--- src/rtl/erma_pkg.sv ---
// Package for the event rate moving average block: sizes, event codes,
// state encoding and the structs shared by the top level and the divider.
// No dependencies.
package erma_pkg;

   localparam int NUM_SOURCES = 256;
   localparam int WINDOW      = 64;

   localparam int SRC_W    = 8;
   localparam int TYPE_W   = 5;
   localparam int SEC_W    = 32;
   localparam int USEC_W   = 20;
   localparam int RATE_W   = 10;
   localparam int TIME_W   = 42;
   localparam int MS_PER_S = 1000;

   localparam int SRC_AW    = $clog2(NUM_SOURCES);
   localparam int SLOT_W    = $clog2(WINDOW);
   localparam int CNT_W     = $clog2(WINDOW + 1);
   localparam int SUM_W     = RATE_W + SLOT_W;
   localparam int HIST_AW   = SRC_AW + SLOT_W;
   localparam int HIST_DEPTH = 1 << HIST_AW;

   localparam int DIVD_W = (SUM_W > USEC_W) ? SUM_W : USEC_W;
   localparam int DIVS_W = (CNT_W > RATE_W) ? CNT_W : RATE_W;
   localparam int STEP_W = $clog2(DIVD_W + 1);

   localparam logic [TYPE_W-1:0] EV_REL = TYPE_W'(2);
   localparam logic [TYPE_W-1:0] EV_ABS = TYPE_W'(3);

   typedef enum logic [2:0] {
      ST_IDLE,
      ST_USDIV,
      ST_NOW,
      ST_GAP,
      ST_RDIV,
      ST_UPD,
      ST_ADIV,
      ST_EMIT
   } state_type;

   typedef struct packed {
      logic [TIME_W-1:0] last_ms;
      logic [CNT_W-1:0]  count;
      logic [SLOT_W-1:0] slot;
      logic [SUM_W-1:0]  sum;
   } row_type;

   typedef struct packed {
      logic              start;
      logic [STEP_W-1:0] steps;
   } div_ctl_type;

   typedef struct packed {
      logic busy;
      logic done;
   } div_stat_type;

endpackage

--- src/rtl/erma_div.sv ---
// Bit-serial restoring divider, one quotient bit per cycle.
// The dividend arrives left-aligned; after N steps the word holds the quotient.
// Depends on erma_pkg.
module erma_div (
   input  logic                          clock,
   input  logic                          reset,
   input  erma_pkg::div_ctl_type         ctl,
   input  logic [erma_pkg::DIVD_W-1:0]   dividend,
   input  logic [erma_pkg::DIVS_W-1:0]   divisor,
   output erma_pkg::div_stat_type        stat,
   output logic [erma_pkg::DIVD_W-1:0]   quotient
);

   logic                          busy_ff, busy_in;
   logic [erma_pkg::STEP_W-1:0]   cnt_ff, cnt_in;
   logic [erma_pkg::DIVD_W-1:0]   dq_ff, dq_in;
   logic [erma_pkg::DIVS_W-1:0]   rem_ff, rem_in;
   logic [erma_pkg::DIVS_W-1:0]   dvs_ff, dvs_in;
   logic [erma_pkg::DIVS_W:0]     trial;
   logic [erma_pkg::DIVS_W:0]     trial_sub;
   logic                          fits;

   assign trial     = {rem_ff, dq_ff[erma_pkg::DIVD_W-1]};
   assign trial_sub = trial - {1'b0, dvs_ff};
   assign fits      = trial >= {1'b0, dvs_ff};

   always_comb begin
      busy_in = busy_ff;
      cnt_in  = cnt_ff;
      dq_in   = dq_ff;
      rem_in  = rem_ff;
      dvs_in  = dvs_ff;
      if (ctl.start) begin
         busy_in = 1'b1;
         cnt_in  = ctl.steps;
         dq_in   = dividend;
         rem_in  = '0;
         dvs_in  = divisor;
      end else if (busy_ff) begin
         cnt_in = cnt_ff - 1'b1;
         busy_in = (cnt_ff != erma_pkg::STEP_W'(1));
         dq_in  = {dq_ff[erma_pkg::DIVD_W-2:0], fits};
         rem_in = fits ? trial_sub[erma_pkg::DIVS_W-1:0] : trial[erma_pkg::DIVS_W-1:0];
      end
   end

   always_ff @(posedge clock) begin
      if (reset) begin
         busy_ff <= 1'b0;
         cnt_ff  <= '0;
      end else begin
         busy_ff <= busy_in;
         cnt_ff  <= cnt_in;
      end
   end

   always_ff @(posedge clock) begin
      dq_ff  <= dq_in;
      rem_ff <= rem_in;
      dvs_ff <= dvs_in;
   end

   assign stat.busy = busy_ff;
   assign stat.done = busy_ff && (cnt_ff == erma_pkg::STEP_W'(1));
   assign quotient  = dq_ff;

endmodule

--- config.mk ---
export PLATFORM = sky130hd
export DESIGN_NAME = erma_div
export DESIGN_NICKNAME = d
export VERILOG_FILES = /design/src/rtl/erma_pkg.sv /design/src/rtl/erma_div.sv
export SDC_FILE = /design/constraint.sdc
export NUM_CORES = 1
export LEC_CHECK = 0
export BUFFER_PORTS_ARGS = -buffer_cell sky130_fd_sc_hd__buf_2
export CAP_MARGIN = 20
export CORE_ASPECT_RATIO = 0.75
export CORE_MARGIN = 2
export CORE_UTILIZATION = 40
export CTS_CLUSTER_SIZE = 20
export DETAILED_ROUTE_END_ITERATION = 7
export GPL_TIMING_DRIVEN = 0
export PLACE_DENSITY = 0.73
export SYNTH_ARGS = -nofsm -noshare
export SYNTH_HDL_FRONTEND = slang
export SYNTH_SLANG_ARGS = --single-unit
--- constraint.sdc ---
create_clock -name clock -period 2.7 [get_ports clock]
set_input_delay 0.27 -clock clock [delete_from_list [all_inputs] [get_ports clock]]
set_output_delay 0.27 -clock clock [all_outputs]
set_load 0.005 [all_outputs]
# Yosys cells after proc, flatten, opt, wreduce, memory -nomap -nowiden
# Index checks and enable logic that the tools add are counted.
[op_classes]
n_eq_ne = 2
n_lt_le_gt_ge = 1
reduce_logical = 2
mul = 0
shifts = 0
bitwise = 0
n_div = 0
n_addsub = 2
mux = 7
[ops]
columns = ["op", "count"]
rows = [
  ["$mux 20", 2],
  ["$ge 11x10->1", 1],
  ["$mux 10", 1],
  ["$mux 5", 2],
  ["$sub 10x10->10", 1],
  ["$eq 5x1->1 const B", 1],
  ["$ne 5x1->1 const B", 1],
  ["$sub 5x1->5 const B", 1],
  ["$mux 1", 2],
  ["$reduce_bool 2->1", 1],
  ["$logic_and 1x1->1", 1],
]
[word_totals]
latchBits = 0
n_memories = 0
ff_bits = 46
rom_bits = 0
ram_bits = 0
in_bits = 38
output_inout_bits = 22

# Depth between registers and ports, before layout
[depth]
ltp_word = 3
mapped_depth = 9
ltp_nobuf = 9

# Least setup slack after synthesis
# No wires, ideal clock.
[synth_timing]
kind = "register to register"
startpoint = "register dvs_ff[2] (netlist bit)"
endpoint = "register dq_ff, in the netlist quotient[0], data pin"
stages_incl_launch_ff = 8
arrival_time_ns = 1.823
setup_time_ns = 0.260
period_less_slack_ns = 2.083
path_buffers = 0
slack_ns = 0.617
path_cell_list = "edfxtp_1 -> inv_1 -> ha_1 -> a21oi_2 -> a21oi_2 -> o31ai_2 -> nand2_1 -> mux2_2"
[synth_between]
elab_chain_cells = 3
[synth_lines]
columns = ["item", "line_no", "text"]
rows = [
  ["from (decl)", "erma_div.sv:18", "logic [erma_pkg::DIVS_W-1:0] dvs_ff, dvs_in;"],
  ["from (signal assigned)", "erma_div.sv:60", "dvs_ff <= dvs_in;"],
  ["$ge 11x10->1", "erma_div.sv:25", "assign fits = trial >= {1'b0, dvs_ff};"],
  ["$mux 20", "erma_div.sv:39", "end else if (busy_ff) begin"],
  ["$mux 20", "erma_div.sv:33", "if (ctl.start) begin"],
  ["named net dq_in, one bit", "erma_div.sv:16", "logic [erma_pkg::DIVD_W-1:0] dq_ff, dq_in;"],
  ["to (signal assigned)", "erma_div.sv:58", "dq_ff <= dq_in;"],
  ["to (decl)", "erma_div.sv:16", ""],
]
# The timed path passes the listed nets, and every way through them passes these cells. The select of a mux whose other input is x is not followed.
# A chain may end at the register's enable or synchronous reset.

# Worst setup path in the final report
[layout_timing]
startpoint = "register dq_ff, in the netlist quotient[19]"
endpoint = "register rem_ff[8] (netlist bit)"
[layout_between]
elab_chain_cells = 2
elab_cells_between_ends = 3
cone_classes = "add/sub (1); order compare (1); mux (1)"
[layout_lines]
columns = ["item", "line_no", "text"]
rows = [
  ["$sub 10x10->10 or $ge 11x10->1 (tied branches)", "erma_div.sv:24, erma_div.sv:25", ""],
  ["$mux 10 (*)", "erma_div.sv:43", "rem_in = fits ? trial_sub[erma_pkg::DIVS_W-1:0] : trial[erma_pkg::DIVS_W-1:0];"],
  ["to (signal assigned)", "erma_div.sv:59", "rem_ff <= rem_in;"],
  ["to (decl)", "erma_div.sv:17", "logic [erma_pkg::DIVS_W-1:0] rem_ff, rem_in;"],
]
# Mark *: on every way between the ends. The rest lies on a longest branch, timed or not.

==> summary.md <==
| Metric | Value |
|---|---|
| Clock Tree Root | clkbuf_8 |
| Port Buf Inserts | 59 |
| Setup violators final | 0 |
| Sw power | 509 uW |
| Layout Nets | about 340 |
| RSZ-0062 raised after global routing | no |
| Static leakage | roughly 0.0013 uW |
| P_int | 1280 uW |
| Share of post-route cells with drive strength above 1 | 34.0% |
| Commonest cells post-synth | edfxtp_1 (30), nor2_1 (22), mux2_2 (20) |
| Max frequency | approximately 410 MHz |
| Design Area, Final | approximately 3000 sq um |
| First-iteration detailed-routing DRC count | about 140 |
| Post-synth top area share | ~36% |
| Inserted Clock Buffers | 5 |
| H-tree depth | 2 |
| Delay-heaviest family, CP | compound AO/OA/AOI/OAI gates |
| Tot Pwr | about 1800 uW |
| Initial antenna violation count | 0 |
| Ant diodes | 0 |
| Pins Over Slew Limit | 0 |
| Critical Path RT | roughly 2.9 ns |
| Fin crit share | ~90% |
| Comb pwr share | a little under a quarter |
| Asr flop ratio synth | 0% |
| Post-synth top flop | edfxtp_1 |
| CP Capture Type | flip-flop |
| Via count | approximately 1900 |
| Post-synth EDFFs | 30 |
| Critical Path Stages | 9 |
| Skew-Pair Late Insertion Delay | roughly 0.30 ns |
| Pwr Density | between 600 and 700 nW/um^2 |
| CTS tree | yes |
| DP Area | about 2900 sq um |
| Worst-path clk slew | 0.09 ns |
| Final Hold Fails | 0 |
| Slowest-stage cell, CP | edfxtp_1 |
| Avg WL per Cell | between 10 and 15 microns |
| Drt first pass iters | 4 |
| Synthesis-to-finish area growth | 20.3% |
| Critical path startpoint category | flip-flop |
| Final min period | ~2.4 ns |
| Worst Max-Slew Pin Slew | ~0.84 ns |
| CORE AREA | ~5900 sq um |
| Syn Area/Cell | ~11 sq um |
| CP Buf/Inv Count | 2 |
| Worst slew margin | about 44% |
| Die width | between 90 and 100 microns |
| HP Class | in2reg |
| Pre-CTS WS | about 0.24 ns |
| DIE AREA | ~6800 sq um |
| Most used cell, CP | inv_1 |
| Mapped cell area | 2470 sq um |
| Die span in y | between 70 and 80 microns |
| Outcome | complete, no violations |
| Cell variety after synth | between 40 and 50 |
| Seq cells post-synth | 46 |
| CTS Buffer Depth | 2 |
| Seq/Total Area, Yosys | 49.5% |
| Final worst setup slack | roughly 0.26 ns |
| Initial core utilization | approximately two fifths |
| Setup TNS | 0 ns |
| IO Count | 60 |
| Routed wire length | 5380 microns |
| Critical Path Fanout Max | 3 |
| DP HPWL | 4030 microns |
| Area contributors post-synth | edfxtp_1 (36%), dfxtp_1 (13%), mux2_2 (9.1%) |
| Post-layout util | 50.5% |
| CP Class | reg2reg |
| Total grt overflow | 0 |
| Row cnt | 24 |
| Gate Count Post-Synth | 224 |
| Via/cell ratio | between 5 and 6 |
| Largest area contributor in the netlist | edfxtp_1 |
| Maximum vdd drop | between 0.3 and 0.4 mV |
| Part of the power in registers | between 40% and 50% |
| Total GRT Usage | approximately 16% |
| Hold_buf cts | 0 |
| Cell-by-cell trace of the critical path | inv_1 -> ha_1 -> inv_1 -> fa_1 -> a211oi_1 -> or2_2 -> a311o_1 -> xor2_1 -> a31oi_1 |
| Yosys warns | 0 |
| Proportion of power drawn by the clock network | roughly 29% |
| Syn nets | around 280 |
| Max_cap viols | 0 |
| Total setup buffers inserted after CTS | 0 |
| Largest net degree at the start of global routing | 21 |
| Vias in the first global route | between 1500 and 2000 |
| First-pass GRT wire length | around 8600 microns |
| Final ANT Viol Nets | 0 |
| CP Data Arrival Time | 2.61 ns |
| Final setup skew | 0.00772 ns |
| Routability cong. | ~0.87 |
| Critical path's largest stage delay | roughly 0.43 ns |
| Most frequent cell after synthesis | edfxtp_1 |
| Sw Share | ~28% |
| DRC | 0 |
| R2r worst-path depth | 9 |
| Post-CTS Resized | 0 |
| Sink Count | between 40 and 50 |
| Hold Path Depth | 1 |
## cell type report
class,count,area [sq um]
Clock inverter,3,40.0
Clock buffer,5,68.8
Fill cell,563,2920
Sequential cell,46,1220
Buffer,8,33.8
Multi-Input combinational cell,152,1150
Timing Repair Buffer,59,295
Inverter,18,67.6
Tap cell,78,97.6
## final timing paths
check | end | slack (ns) | startpoint
setup / recovery | rem_ff[8] | 0.26 | quotient[19]
hold / removal | dvs_ff[5] | 0.13 | divisor[5]
setup reg to reg | rem_ff[8] | 0.26 | quotient[19]
hold reg to reg | rem_ff[5] | 0.52 | rem_ff[5]
## metrics by stage
step           hold slack [ns]  std cells
2_1_floorplan            0.342        224
4_1_cts                  0.131        369
6_report                 0.134        369
3_3_place_gp             0.447        361
5_1_grt                  0.127        369
3_5_place_dp             0.448        361
## logic make-up (layout without fill, tap and decap cells)
| kind of cell | count (synthesis) | count (layout) | synth area share [%] |
|---|---|---|---|
| simple gates | 60 | 60 | 11.9 |
| mux | 21 | 21 | 9.53 |
| flops | 46 | 46 | 49.5 |
| fa+ha+maj | 13 | 13 | 6.89 |
| compound gates | 50 | 50 | 15.3 |
| xor+xnor | 8 | 8 | 2.84 |
| buf+inv | 26 | 93 | 4.11 |
## cell usage in the layout (no fill, tap or decap), types with 3 or more instances in the layout
master    instances
and3_1            3
ha_1             12
inv_1            17
a21oi_1           8
dfxtp_1          16
clkbuf_8          5
o21ai_0           8
nor3_1            3
edfxtp_1         30
nand2_1          12
clkbuf_1          6
buf_2            59
xnor2_1           3
a31oi_1           3
a311oi_1          5
o211ai_1          3
xor2_1            5
mux2_2           20
nor2_1           22
nand3_1           7
a21oi_2           4
## per-layer routing
metal,global-route usage [%],wire length (microns),vias up
met5,0,0,-
met4,4.35,51,0
met3,3.32,277,6
met2,23.8,2380,50
met1,24.9,2670,912
li1,-,-,963
## worst register-to-register path: stages (launching register included)
cell      delay (ns)
edfxtp_1        0.43
inv_1           0.08
ha_1            0.15
inv_1           0.05
fa_1            0.42
a211oi_1        0.43
or2_2           0.22
a311o_1         0.18
xor2_1          0.24
a31oi_1         0.11
## power by group through the flow
stage,Combinational [uW],Clock (uW),Sequential (uW)
6_report,404,518,869
5_1_grt,447,552,879
4_1_cts,403,524,870
3_5_place_dp,400,0,884
3_3_place_gp,390,0,882
2_1_floorplan,270,0,879
## state kept, by name, indices dropped and copies added (netlist names)
register	count
quotient	20
dvs_ff	10
rem_ff	10
cnt_ff	5
busy_ff	1
Power figures use the tool's default switching activity.
